===== src/rtl/mlt_pkg.sv =====
// shared types and constants for the mac learning table
`timescale 1ns / 1ps
package mlt_pkg;

    localparam int MAC_W = 48;
    localparam int PORT_W = 4;
    localparam int AGE_W = 12;
    localparam int CNT_W = 7;
    localparam logic [AGE_W-1:0] AGE_MAX = '1;
    localparam logic [CNT_W-1:0] CNT_MAX = '1;
    localparam int CHUNK_W = 8;

    typedef enum logic [1:0] {
        FUNC_LEARN  = 2'd0,
        FUNC_LOOKUP = 2'd1,
        FUNC_TICK   = 2'd2,
        FUNC_CLEAR  = 2'd3
    } t_func;

    typedef struct packed {
        t_func             func;
        logic [MAC_W-1:0]  mac;
        logic [PORT_W-1:0] port;
    } t_cmd;

    typedef struct packed {
        logic              hit;
        logic [PORT_W-1:0] port;
        logic [CNT_W-1:0]  aged;
        logic              dropped;
    } t_result;

endpackage


===== src/rtl/mlt_front.sv =====
// front end: accepts and classifies items into a two-deep command queue
`timescale 1ns / 1ps
module mlt_front
    import mlt_pkg::*;
(
    input  logic              i_clk,
    input  logic              i_rst_n,
    input  logic              i_valid,
    output logic              o_ready,
    input  logic [1:0]        i_func,
    input  logic [MAC_W-1:0]  i_mac_address,
    input  logic [PORT_W-1:0] i_port_in,
    output logic              o_cmd_valid,
    output t_cmd              o_cmd,
    input  logic              i_cmd_pop
);

    t_cmd       r_q [2];
    logic       r_wp;
    logic       r_rp;
    logic [1:0] r_cnt;
    logic       push;
    logic       pop;
    t_cmd       cmd_in;

    always_comb begin
        cmd_in.func = t_func'(i_func);
        cmd_in.mac  = i_mac_address;
        cmd_in.port = i_port_in;
    end

    assign o_ready     = (r_cnt != 2'd2);
    assign push        = i_valid && o_ready;
    assign o_cmd_valid = (r_cnt != 2'd0);
    assign pop         = i_cmd_pop && o_cmd_valid;
    assign o_cmd       = r_q[r_rp];

    always_ff @(posedge i_clk) begin
        if (push) begin
            r_q[r_wp] <= cmd_in;
        end
    end

    always_ff @(posedge i_clk) begin
        if (!i_rst_n) begin
            r_wp  <= 1'b0;
            r_rp  <= 1'b0;
            r_cnt <= 2'd0;
        end else begin
            if (push) begin
                r_wp <= ~r_wp;
            end
            if (pop) begin
                r_rp <= ~r_rp;
            end
            if (push && !pop) begin
                r_cnt <= r_cnt + 2'd1;
            end else if (pop && !push) begin
                r_cnt <= r_cnt - 2'd1;
            end
        end
    end

endmodule


===== config.mk =====
export PLATFORM = sky130hd
export DESIGN_NAME = mlt_front
export DESIGN_NICKNAME = d
export VERILOG_FILES = /design/src/rtl/mlt_pkg.sv /design/src/rtl/mlt_front.sv
export SDC_FILE = /design/constraint.sdc
export NUM_CORES = 1
export LEC_CHECK = 0
export CORE_UTILIZATION = 35
export CTS_BUF_LIST = sky130_fd_sc_hd__clkbuf_8 sky130_fd_sc_hd__clkbuf_16
export DETAILED_ROUTE_END_ITERATION = 7
export DONT_BUFFER_PORTS = 1
export PLACE_DENSITY = 0.58
export SLEW_MARGIN = 10
export SYNTH_ARGS = -nofsm -noshare
export SYNTH_HDL_FRONTEND = slang
export SYNTH_SLANG_ARGS = --single-unit

===== constraint.sdc =====
create_clock -name i_clk -period 4.7 [get_ports i_clk]
set_clock_uncertainty 0.2 [all_clocks]
set_input_delay 0.94 -clock i_clk [delete_from_list [all_inputs] [get_ports i_clk]]
set_output_delay 0.94 -clock i_clk [all_outputs]
set_load 0.05 [all_outputs]

* Word level (Yosys, flattened, before mapping)
Memory sizes are Yosys's and may differ from the RTL's. A register that Yosys moved wholly into a read port is not among the register bits.
Cells that the tools add are included.
** Word-level totals
- Output and inout bits :: 56
- Bits in writable memories :: 108
- Memories :: 1
- Input port bits :: 58
- Flip-flop bits (word level) :: 4
- Word-level logic and storage cells :: 23
** Memory list
- r_q :: words 2, width 54, rd ports 1, clocked after memory_dff 1, write ports 1, RTL line mlt_front.sv:18 : t_cmd r_q [2];
** Cells by class
- Bitwise gates (word level) :: 2
- Reductions and logical operators :: 8
- Add/sub/neg operators :: 2
- Equality and inequality tests :: 1
- Multiplexer cells :: 6
** Operators by type and width (number)
- 1-bit logical AND :: 4
- 1-bit two-way mux :: 4
- 2-bit two-way mux :: 2
- 2-bit nonzero test :: 2
- 2-bit by 1-bit adder with 2-bit output (second input constant) :: 1
- 1-bit zero test :: 2
- 2-bit != test (second input constant) :: 1
- 1-bit NOT :: 2
- 2-bit by 1-bit subtractor with 2-bit output (second input constant) :: 1

* Logic depth before layout (Yosys ltp)
Gate-level depths: netlist of run 1.
- Depth after elaboration :: 6
- Gate-level depth with buffers :: 6

* Worst setup path before layout of run 1
Ideal clock, no wire load.
- Path kind :: input to register
- From :: in i_valid
- To :: mem r_q[1][0] in the netlist's numbering (enable)
- Path slack :: 1.813 ns
- Library setup time :: 0.418 ns
- Data arrival time :: 2.269 ns
- Buffers on the path :: 0
- Stages on the path :: 1
- Path through :: and3_1
** Between the ends
- Longest elaborated chain between the ends :: 3
** RTL lines
- start, declared :: RTL line mlt_front.sv:8 : input logic i_valid,
- 1-bit logical AND :: RTL line mlt_front.sv:33 : assign push = i_valid && o_ready;
- 1-bit two-way mux :: RTL line mlt_front.sv:39 : if (push) begin
- 1-bit two-way mux (implied by the code) :: RTL line mlt_front.sv:40 : r_q[r_wp] <= cmd_in;
- end, declared :: RTL line mlt_front.sv:18
Every way passes these cells.

==> results of run 1 <==
worst max-delay path: stages, from the launching register on:
cell     delay (ns)
dfxtp_2        0.87
buf_4          0.41
mux2_2         0.50
routing by layer:
metal,GRT usage [%],vias up,wire length [um]
met3,7.35,13,604
met4,5.87,0,133
met5,0,-,0
li1,-,786,-
met2,18.5,75,3310
met1,11.7,875,2570
cells in the final DEF, fill, tap and decap left out, types with 2 or more instances in the layout:
cell / instances
edfxtp_1: 108
mux2_2: 54
clkbuf_16: 17
and2_1: 4
clkinv_1: 4
clkinv_2: 4
dfxtp_1: 4
inv_1: 3
buf_4: 3
xnor2_1: 2
bufinv_16: 2
synth_stat cells (all sizes together):
library cell / n / area, sq um
and2: 4 / 25.0
dfxtp: 5 / 100
xnor2: 2 / 17.5
buf: 6 / 32.5
a21boi: 2 / 15.0
nand2b: 1 / 13.8
and3: 1 / 6.26
or2: 1 / 6.26
o21ai: 2 / 10.0
ha: 1 / 12.5
or3: 1 / 6.26
a21bo: 1 / 10.0
mux2: 54 / 608
inv: 1 / 3.75
nand3b: 1 / 7.51
edfxtp: 108 / 3240
xor2: 1 / 8.76
worst paths after layout:
check	start	to	slack, ns	depth (start not counted)
worst min-delay path	r_cnt[1]	r_cnt[1]	0.36	2
worst max-delay path	flop	o_cmd[28]	1.37	2
worst min register to register	r_cnt[1]	r_cnt[1]	0.36	2
worst max register to register	r_cnt[0]	r_q[1][51]	2.21	3
stage by stage:
stage | hold slack (ns) | total power [mW] | setup slack, ns | area [sq um]
global route | 0.404 | 3.56 | 1.14 | 4830
finish | 0.355 | 3.42 | 1.37 | 4830
floorplan | 0.312 | 2.22 | 1.81 | 4130
CTS | 0.362 | 3.47 | 1.23 | 4830
global placement | 0.334 | 2.31 | 1.70 | 4300
detailed placement | 0.354 | 2.31 | 1.68 | 4300
layout make-up:
class	count	area, sq um	share of cell area, %
sequential	113	3340	69.2
multi-input combinational	72	748	15.5
clock buffer	17	425	8.81
tap	143	179	3.70
clock inverter	13	106	2.20
timing repair buffer	3	22.5	0.466
inverter	1	3.75	0.0777
sequential cells by signal, indices dropped and copies added (netlist names), named ones only:
name   cells
r_cnt      2
r_q      108
r_rp       1
r_wp       1
cells by family (layout without fill, tap and decap cells):
group | after synthesis | after routing | share of synthesized area [%]
DFF | 113 | 113 | 81.0
muxes | 54 | 54 | 14.7
buffers and inverters | 7 | 34 | 0.879
and+or+nand+nor | 9 | 9 | 1.58
adders and majority gates | 1 | 1 | 0.303
AOI/OAI and AO/OA | 5 | 5 | 0.849
xor gates and xnor gates | 3 | 3 | 0.637
power breakdown:
group | leakage, nW | switching [mW] | internal [mW]
combinational | 0.274 | 0.725 | 0.212
sequential | 1.05 | 0.0772 | 1.26
clock | 0.276 | 0.387 | 0.752
total | 1.60 | 1.19 | 2.23
==> impl_metrics.prom, run 1 <==
# TYPE chip_impl_metric gauge
chip_impl_metric{name="grt_remaining_overflow",unit=""} 0
chip_impl_metric{name="gpl.final_weighted_congestion",unit=""} 0.666
chip_impl_metric{name="htree_num_levels",unit=""} 4
chip_impl_info{name="status",value="completed"} 1
chip_impl_metric{name="min_period",unit="ns"} 3.33
chip_impl_metric{name="seq_area_frac_synth",unit="%"} 81.0
chip_impl_metric{name="post_synth.cell_area_avg",unit="sq um"} 21.5
chip_impl_metric{name="final_sum_of_negative_setup_slack",unit="ns"} 0
chip_impl_metric{name="syn_inst",unit=""} 192
chip_impl_metric{name="fin_nets",unit=""} 267
chip_impl_metric{name="detail_route.iter0.violations",unit=""} 136
chip_impl_metric{name="first_pass_iters",unit=""} 4
chip_impl_metric{name="area_delta_synth_final",unit="%"} 17.0
chip_impl_info{name="timing.critical_path.to_type",value="output port"} 1
chip_impl_metric{name="number_of_buffers_created_by_cts",unit=""} 17
chip_impl_metric{name="n_fill_cell",unit=""} 997
chip_impl_metric{name="clk_path_buf_depth",unit=""} 2
chip_impl_metric{name="port_buffers",unit=""} 0
chip_impl_metric{name="clock_slew_at_reported_path_ffs",unit="ns"} 0.05
chip_impl_metric{name="mapped_cell_area",unit="sq um"} 4130
chip_impl_metric{name="wl_per_cell",unit="um"} 18.3
chip_impl_metric{name="worst_skew_pair.late_latency",unit="ns"} 0.40
chip_impl_metric{name="die_x",unit="um"} 111
chip_impl_metric{name="finish.cell_count_without_fillers",unit=""} 362
chip_impl_metric{name="clock_sinks",unit=""} 113
chip_impl_info{name="setup.worst_path.start_class",value="flop"} 1
chip_impl_metric{name="synth.lib_cells_used.distinct",unit=""} 20
chip_impl_metric{name="post_cts_buffers",unit=""} 0
chip_impl_metric{name="endpoints_failing_setup",unit=""} 0
chip_impl_metric{name="static-leakage-power",unit="nW"} 1.60
chip_impl_metric{name="boundaryPins",unit=""} 114
chip_impl_metric{name="tightest_slew",unit="ns"} 0.895
chip_impl_metric{name="vias",unit=""} 1749
chip_impl_metric{name="worst-endpoint-arrival",unit="ns"} 2.19
chip_impl_metric{name="post_cts_resize_count",unit=""} 0
chip_impl_metric{name="via_per_inst",unit=""} 4.83
chip_impl_metric{name="detailedPlacementHpwl",unit="um"} 4120
chip_impl_metric{name="number_of_antenna_violations_at_the_first_check_in_global_routing",unit=""} 0
chip_impl_metric{name="finalMaxSlewViolations",unit=""} 0
chip_impl_metric{name="synth.net_count",unit=""} 251
chip_impl_metric{name="routed_wirelength",unit="um"} 6620
chip_impl_metric{name="hold_violations_final",unit=""} 0
chip_impl_metric{name="critPathMaxFanout",unit=""} 35
chip_impl_metric{name="largest_net_degree_at_the_start_of_global_routing",unit=""} 36
chip_impl_metric{name="die_h",unit="um"} 111
chip_impl_metric{name="worst_ep_required_time",unit="ns"} 3.56
chip_impl_metric{name="synth-warning-count",unit=""} 0
chip_impl_metric{name="global_route_wire_length_before_repair",unit="um"} 10200
chip_impl_metric{name="dp_cells",unit=""} 332
chip_impl_metric{name="synth-seq-cells",unit=""} 113
chip_impl_metric{name="holdBufCountCts",unit=""} 0
chip_impl_metric{name="drive_above_1_share",unit="%"} 39.3
chip_impl_metric{name="max_clock_freq",unit="MHz"} 301
chip_impl_metric{name="start_util",unit="%"} 36.0
chip_impl_metric{name="pwr_density_cell",unit="nW/um^2"} 708
chip_impl_metric{name="route.detailed.drc",unit=""} 0
chip_impl_metric{name="ant_nets",unit=""} 0
chip_impl_metric{name="max_capacitance_violation_count",unit=""} 0
chip_impl_metric{name="first_global_vias",unit=""} 1967
chip_impl_info{name="criticalPathCategory",value="flop to output port"} 1
chip_impl_metric{name="irDropWorstVdd",unit="uV"} 402
chip_impl_info{name="tritoncts",value="done"} 1
chip_impl_metric{name="slew_headroom",unit="%"} 40.3
chip_impl_metric{name="diodes",unit=""} 0
chip_impl_metric{name="fp.dieArea",unit="sq um"} 12200
chip_impl_metric{name="design.core.area",unit="sq um"} 11500
chip_impl_metric{name="gr-usage-all-layers",unit="%"} 11.6
chip_impl_metric{name="row_count",unit=""} 39
chip_impl_metric{name="timing.final.crit_share",unit="%"} 70.8
chip_impl_metric{name="finish.utilization",unit="%"} 42.1
chip_impl_info{name="grt_setup_unrepaired",value="no"} 1
chip_impl_info{name="hp-class",value="flop to flop"} 1
chip_impl_info{name="cell_at_the_root_of_the_clock_tree",value="clkbuf_16"} 1
Power figures use the tool's default switching activity.
==> run 2: changes to the inputs <==
PLACE_DENSITY = 0.6   (was 0.58)
clock period = 2.7 ns   (was 4.7 ns; I/O delays follow)
==> run 2 against run 1 <==
Register-to-register slack worse by 1.5 ns. Cell count rose by 0.83%. Clock power is 100% higher. Combinational power up 85%. Via count decreased by 0.63%. Critical path depth unchanged. Hold slack got worse by 0.33 ns. Clock-buffer cell count unchanged. Global-route usage decreased by 0.32 points. Flip-flop and latch count unchanged. Critical endpoint is now o_cmd[26]. Largest power group is now the clock network.
==> impl_metrics.prom, run 2 (synthesized netlist as in run 1, its figures left out) <==
# TYPE chip_impl_metric gauge
chip_impl_info{name="status",value="completed"} 1
chip_impl_metric{name="post_cts_buffers",unit=""} 0
chip_impl_metric{name="worst_ep_required_time",unit="ns"} 1.96
chip_impl_metric{name="route.detailed.drc",unit=""} 0
chip_impl_metric{name="gpl.final_weighted_congestion",unit=""} 0.663
chip_impl_metric{name="clock_slew_at_reported_path_ffs",unit="ns"} 0.05
chip_impl_metric{name="tightest_slew",unit="ns"} 0.422
chip_impl_metric{name="largest_net_degree_at_the_start_of_global_routing",unit=""} 41
chip_impl_metric{name="min_period",unit="ns"} 2.37
chip_impl_info{name="layout.cells.most_common_list",value="edfxtp_1 (108), mux2_2 (54), clkbuf_16 (17), bufinv_16 (5), clkinv_1 (5)"} 1
chip_impl_info{name="setup.worst_path.start_class",value="flop"} 1
chip_impl_metric{name="row_count",unit=""} 39
chip_impl_metric{name="endpoints_failing_setup",unit=""} 0
chip_impl_metric{name="timing.final.crit_share",unit="%"} 87.8
chip_impl_metric{name="diodes",unit=""} 0
chip_impl_metric{name="area_delta_synth_final",unit="%"} 20.0
chip_impl_metric{name="worst_skew_pair.late_latency",unit="ns"} 0.40
chip_impl_metric{name="drive_above_1_share",unit="%"} 40.5
chip_impl_metric{name="timing.critical_path.slowest_cell_delay",unit="ns"} 0.52
chip_impl_metric{name="gr-usage-all-layers",unit="%"} 11.3
chip_impl_metric{name="pwr_density_cell",unit="nW/um^2"} 1270
chip_impl_metric{name="boundaryPins",unit=""} 114
chip_impl_info{name="cell_at_the_root_of_the_clock_tree",value="clkbuf_16"} 1
chip_impl_info{name="criticalPathCategory",value="flop to output port"} 1
chip_impl_metric{name="detailedPlacementHpwl",unit="um"} 3980
chip_impl_info{name="largestRegisters",value="r_q: 108 flops, r_cnt: 2 flops"} 1
chip_impl_metric{name="worst-endpoint-arrival",unit="ns"} 1.63
chip_impl_metric{name="fp.dieArea",unit="sq um"} 12200
chip_impl_metric{name="static-leakage-power",unit="nW"} 1.64
chip_impl_metric{name="via_per_inst",unit=""} 4.76
chip_impl_info{name="timing.critical_path.to_type",value="output port"} 1
chip_impl_info{name="regMostFlops",value="r_q"} 1
chip_impl_metric{name="die_x",unit="um"} 111
chip_impl_info{name="tritoncts",value="done"} 1
chip_impl_info{name="slowest_stage",value="mux2_2"} 1
chip_impl_metric{name="ant_nets",unit=""} 0
chip_impl_metric{name="slew_headroom",unit="%"} 71.8
chip_impl_metric{name="irDropWorstVdd",unit="uV"} 681
chip_impl_metric{name="final_sum_of_negative_setup_slack",unit="ns"} 0
chip_impl_metric{name="number_of_flip_flops_in_the_largest_register",unit=""} 108
chip_impl_metric{name="critPathMaxFanout",unit=""} 31
chip_impl_info{name="layout.cells.most_common",value="edfxtp_1"} 1
chip_impl_metric{name="htree_num_levels",unit=""} 4
chip_impl_metric{name="holdBufCountCts",unit=""} 0
chip_impl_metric{name="hold_violations_final",unit=""} 0
chip_impl_metric{name="first_pass_iters",unit=""} 4
chip_impl_metric{name="number_of_antenna_violations_at_the_first_check_in_global_routing",unit=""} 0
chip_impl_metric{name="n_fill_cell",unit=""} 982
chip_impl_metric{name="fin_nets",unit=""} 268
chip_impl_metric{name="die_h",unit="um"} 111
chip_impl_metric{name="detail_route.iter0.violations",unit=""} 133
chip_impl_metric{name="vias",unit=""} 1738
chip_impl_metric{name="final_worst_path_setup_slack",unit="ns"} 0.329
chip_impl_metric{name="finalMaxSlewViolations",unit=""} 0
chip_impl_metric{name="post_cts_resize_count",unit=""} 0
chip_impl_metric{name="max_clock_freq",unit="MHz"} 422
chip_impl_metric{name="number_of_buffers_created_by_cts",unit=""} 17
chip_impl_metric{name="finish.utilization",unit="%"} 43.2
chip_impl_metric{name="first_global_vias",unit=""} 1940
chip_impl_metric{name="global_route_wire_length_before_repair",unit="um"} 10000
chip_impl_metric{name="grt_remaining_overflow",unit=""} 0
chip_impl_metric{name="start_util",unit="%"} 36.0
chip_impl_metric{name="port_buffers",unit=""} 0
chip_impl_metric{name="routed_wirelength",unit="um"} 6520
chip_impl_metric{name="wl_per_cell",unit="um"} 17.9
chip_impl_info{name="path_cells",value="buf_4 > mux2_2"} 1
chip_impl_metric{name="design.core.area",unit="sq um"} 11500
chip_impl_metric{name="max_capacitance_violation_count",unit=""} 0
chip_impl_metric{name="dp_slack",unit="ns"} 0.696
chip_impl_metric{name="clk_path_buf_depth",unit=""} 2
chip_impl_info{name="grt_setup_unrepaired",value="no"} 1
chip_impl_info{name="hp-class",value="primary input to flop"} 1
chip_impl_metric{name="clock_sinks",unit=""} 113
## run 2: stage by stage
stage	total power, mW	cells	hold slack (ns)	instance area [sq um]
after global routing	6.52	365	0.00732	4950
after detailed placement	4.05	333	0.356	4330
after global placement	4.03	333	0.332	4330
final	6.30	365	0.0291	4950
after CTS	6.39	365	0.00539	4950
after floorplan	3.87	192	0.312	4130
## run 2: worst paths after layout
| kind | cells after the start | start | to | slack, ns |
|---|---|---|---|---|
| worst max register to register | 3 | r_cnt[0] | r_q[1][3] | 0.70 |
| worst min register to register | 2 | r_cnt[1] | r_cnt[1] | 0.37 |
| worst min-delay path | 0 | i_mac_address[5] | r_q[0][9] | 0.03 |
| worst max-delay path | 2 | flop | o_cmd[26] | 0.33 |
## run 2: worst max-delay path: cells and delay by family (launching register included)
kind	cells	cell delay [ns]
flip-flops	1	0.32
multiplexers	1	0.52
buffers and inverters	1	0.37
## run 2: area by class of cell
| class | instances | area [sq um] | share of cell area (%) |
|---|---|---|---|
| Inverter | 1 | 3.75 | 0.0758 |
| Clock buffer | 17 | 425 | 8.59 |
| Multi-Input combinational cell | 72 | 748 | 15.1 |
| Tap cell | 143 | 179 | 3.61 |
| Clock inverter | 15 | 198 | 3.99 |
| Timing Repair Buffer | 4 | 55.1 | 1.11 |
| Sequential cell | 113 | 3340 | 67.5 |
## run 2: per-layer routing
layer	global-route usage [%]	wire [um]	share of wire [%]	vias up
met5	0	0	0	-
met1	10.8	2400	37	857
met2	18.2	3300	51	76
li1	-	-	-	794
met3	7.03	674	10	11
met4	6.93	148	2.3	0
## run 2: report_power, final
group / internal [mW] / leakage [nW] / switching, mW
clock: 1.61 / 0.301 / 0.709
sequential: 2.20 / 1.05 / 0.0606
combinational: 0.390 / 0.287 / 1.34
total: 4.19 / 1.64 / 2.11
==> run 3: changes to the inputs <==
CTS_BUF_LIST = sky130_fd_sc_hd__clkbuf_16   (was sky130_fd_sc_hd__clkbuf_8 sky130_fd_sc_hd__clkbuf_16)
HOLD_SLACK_MARGIN = 0.02   (was not set)
==> run 3 against run 2 <==
Setup slack got worse by 0.0013 ns. Non-clock buffer count rose by 54. Global-route usage rose by 0.55 points. Critical path depth did not move. First-iteration DRC count rose by 3.0%. Register-to-register slack barely moved. Die area did not move. Sequential power barely moved. Clock-buffer cell count did not move. Critical path type unchanged. Via count rose by 12%. Combinational power rose by 5%.
==> impl_metrics.prom, run 3 (synthesized netlist as in run 1, its figures left out) <==
# TYPE chip_impl_metric gauge
chip_impl_info{name="status",value="completed"} 1
chip_impl_metric{name="gpl.final_weighted_congestion",unit=""} 0.663
chip_impl_metric{name="globalRouteMet2Util",unit="%"} 19.8
chip_impl_metric{name="r2r.worst_path.cells",unit=""} 3
chip_impl_metric{name="ant_nets",unit=""} 0
chip_impl_metric{name="irDropWorstVdd",unit="uV"} 683
chip_impl_metric{name="vias",unit=""} 1947
chip_impl_metric{name="final_sum_of_negative_setup_slack",unit="ns"} 0
chip_impl_metric{name="diodes",unit=""} 0
chip_impl_metric{name="max_capacitance_violation_count",unit=""} 0
chip_impl_metric{name="groute.layer.met3.usage",unit="%"} 5.49
chip_impl_metric{name="pwr_density_cell",unit="nW/um^2"} 1160
chip_impl_info{name="layout.cells.most_common_list",value="edfxtp_1 (108), mux2_2 (54), dlygate4sd3_1 (54), clkbuf_16 (17)"} 1
chip_impl_info{name="setup.worst_path.start_class",value="flop"} 1
chip_impl_metric{name="swShare",unit="%"} 33.5
chip_impl_info{name="cell_at_the_root_of_the_clock_tree",value="clkbuf_16"} 1
chip_impl_metric{name="start_util",unit="%"} 36.0
chip_impl_info{name="holdPathEnd",value="r_cnt[0]"} 1
chip_impl_metric{name="port_buffers",unit=""} 0
chip_impl_metric{name="first_pass_iters",unit=""} 4
chip_impl_metric{name="power_frac_comb",unit="%"} 28.3
chip_impl_info{name="timing.hold.worst.start",value="i_rst_n"} 1
chip_impl_metric{name="fp.dieArea",unit="sq um"} 12200
chip_impl_metric{name="endpoints_failing_setup",unit=""} 0
chip_impl_metric{name="timing.critical_path.slowest_cell_delay",unit="ns"} 0.52
chip_impl_info{name="timing.critical_path.to_type",value="output port"} 1
chip_impl_metric{name="largest_net_degree_at_the_start_of_global_routing",unit=""} 41
chip_impl_metric{name="power.share.sequential",unit="%"} 35.3
chip_impl_metric{name="hold_violations_final",unit=""} 0
chip_impl_metric{name="detailedPlacementHpwl",unit="um"} 3980
chip_impl_info{name="hp-class",value="primary input to flop"} 1
chip_impl_info{name="layout.cells.most_common",value="edfxtp_1"} 1
chip_impl_metric{name="first_global_vias",unit=""} 2157
chip_impl_metric{name="internal-power",unit="mW"} 4.25
chip_impl_metric{name="placed_cell_area",unit="sq um"} 4330
chip_impl_metric{name="route.detailed.drc",unit=""} 0
chip_impl_metric{name="boundaryPins",unit=""} 114
chip_impl_metric{name="die_x",unit="um"} 111
chip_impl_metric{name="stdcell_area",unit="sq um"} 5490
chip_impl_info{name="criticalPathCategory",value="flop to output port"} 1
chip_impl_metric{name="clock_slew_at_reported_path_ffs",unit="ns"} 0.05
chip_impl_info{name="r2r-end",value="r_q[1][0]"} 1
chip_impl_metric{name="area_delta_synth_final",unit="%"} 33.1
chip_impl_info{name="regMostFlops",value="r_q"} 1
chip_impl_metric{name="timing.reg2reg.setup_slack",unit="ns"} 0.69
chip_impl_metric{name="static-leakage-power",unit="nW"} 1.86
chip_impl_metric{name="gr-usage-all-layers",unit="%"} 11.8
chip_impl_metric{name="slew_headroom",unit="%"} 71.7
chip_impl_metric{name="min_period",unit="ns"} 2.37
chip_impl_info{name="slowest_stage",value="mux2_2"} 1
chip_impl_metric{name="clk_path_buf_depth",unit=""} 2
chip_impl_metric{name="worst_ep_required_time",unit="ns"} 1.96
chip_impl_metric{name="grt_remaining_overflow",unit=""} 0
chip_impl_info{name="grt_setup_unrepaired",value="no"} 1
chip_impl_metric{name="row_count",unit=""} 39
chip_impl_metric{name="n_fill_cell",unit=""} 947
chip_impl_metric{name="holdPathStages",unit=""} 1
chip_impl_metric{name="clockPowerShare",unit="%"} 36.3
chip_impl_info{name="largestRegisters",value="r_q: 108 flops, r_cnt: 2 flops"} 1
chip_impl_metric{name="worst-endpoint-arrival",unit="ns"} 1.63
chip_impl_metric{name="design.core.area",unit="sq um"} 11500
chip_impl_metric{name="timing.final.crit_share",unit="%"} 87.9
chip_impl_info{name="path_cells",value="buf_4 > mux2_2"} 1
chip_impl_metric{name="number_of_antenna_violations_at_the_first_check_in_global_routing",unit=""} 0
chip_impl_metric{name="via_per_inst",unit=""} 4.65
chip_impl_metric{name="max_clock_freq",unit="MHz"} 422
chip_impl_metric{name="critPathMaxFanout",unit=""} 31
chip_impl_metric{name="wl_per_cell",unit="um"} 16.2
chip_impl_metric{name="tightest_slew",unit="ns"} 0.425
chip_impl_metric{name="number_of_flip_flops_in_the_largest_register",unit=""} 108
chip_impl_metric{name="power.switching",unit="mW"} 2.14
chip_impl_metric{name="post_cts_buffers",unit=""} 0
chip_impl_metric{name="routed_wirelength",unit="um"} 6810
chip_impl_metric{name="detail_route.iter0.violations",unit=""} 137
chip_impl_metric{name="clock_sinks",unit=""} 113
chip_impl_metric{name="drive_above_1_share",unit="%"} 32.6
chip_impl_metric{name="global_route_wire_length_before_repair",unit="um"} 10700
chip_impl_metric{name="htree_num_levels",unit=""} 4
chip_impl_info{name="tritoncts",value="done"} 1
chip_impl_metric{name="use_met1",unit="%"} 12.1
chip_impl_metric{name="finalMaxSlewViolations",unit=""} 0
chip_impl_metric{name="die_h",unit="um"} 111
chip_impl_metric{name="number_of_buffers_created_by_cts",unit=""} 17
chip_impl_info{name="launch_instance_of_the_worst_register_to_register_path",value="r_cnt[0]"} 1
chip_impl_metric{name="worst_skew_pair.late_latency",unit="ns"} 0.40
chip_impl_info{name="globalRoute.busiestLayer",value="met2"} 1
chip_impl_metric{name="fin_nets",unit=""} 322
==> run 3: routing by layer <==
metal | routed length [um] | vias to the layer above | share of wire, %
met5 | 0 | - | 0
met4 | 136 | 0 | 2.0
met3 | 469 | 12 | 6.9
met2 | 3530 | 75 | 52
met1 | 2670 | 959 | 39
li1 | - | 901 | -
==> run 3: area by class of cell <==
cell class / count / area (sq um) / area share, %
Timing Repair Buffer: 58 / 596 / 10.8
Sequential cell: 113 / 3340 / 60.9
Clock buffer: 17 / 425 / 7.74
Clock inverter: 15 / 198 / 3.60
Tap cell: 143 / 179 / 3.26
Inverter: 1 / 3.75 / 0.0683
Multi-Input combinational cell: 72 / 748 / 13.6
==> run 3: worst max-delay path, delay by kind of cell, from the launching register on <==
kind	cells	cell delay, ns
multiplexers	1	0.52
buffers and inverters	1	0.37
flip-flops	1	0.32
==> run 3: how the worst max path moves through the flow <==
stage                         from        end  slack, ns  depth (start not counted)
after global routing          flop  o_cmd[26]       0.26                          2
after detailed placement  r_cnt[0]  r_q[1][0]       0.70                          3
after floorplan           r_cnt[0]  r_q[1][0]       0.07                          2
after global placement    r_cnt[0]  r_q[1][0]       0.72                          3
after CTS                     flop  o_cmd[26]       0.30                          2
final                         flop  o_cmd[26]       0.33                          2
==> run 3: timing repair <==
action / in CTS / in global routing
hold buffers: 54 / 0
endpoints found under the setup margin: 0 / 0
gates resized for setup: 0 / 0
hold endpoints to repair: 108 / 0
==> run 3: power by group through the flow <==
stage               Sequential [mW]  Combinational [mW]  Clock, mW
finish                         2.26                1.81       2.32
global route                   2.28                1.88       2.44
CTS                            2.26                1.83       2.37
detailed placement             2.29                1.76          0
global placement               2.28                1.75          0
floorplan                      2.28                1.59          0
==> run 3: through the flow <==
stage | utilization, % | cells | hold WS (ns) | setup slack (ns) | power [mW]
2_1_floorplan | - | 192 | 0.312 | 0.0725 | 3.87
4_1_cts | 47.9 | 419 | 0.0416 | 0.296 | 6.46
6_report | 47.9 | 419 | 0.0611 | 0.328 | 6.38
3_3_place_gp | 37.8 | 333 | 0.332 | 0.718 | 4.03
5_1_grt | 47.9 | 419 | 0.0525 | 0.257 | 6.60
3_5_place_dp | 37.8 | 333 | 0.356 | 0.696 | 4.05
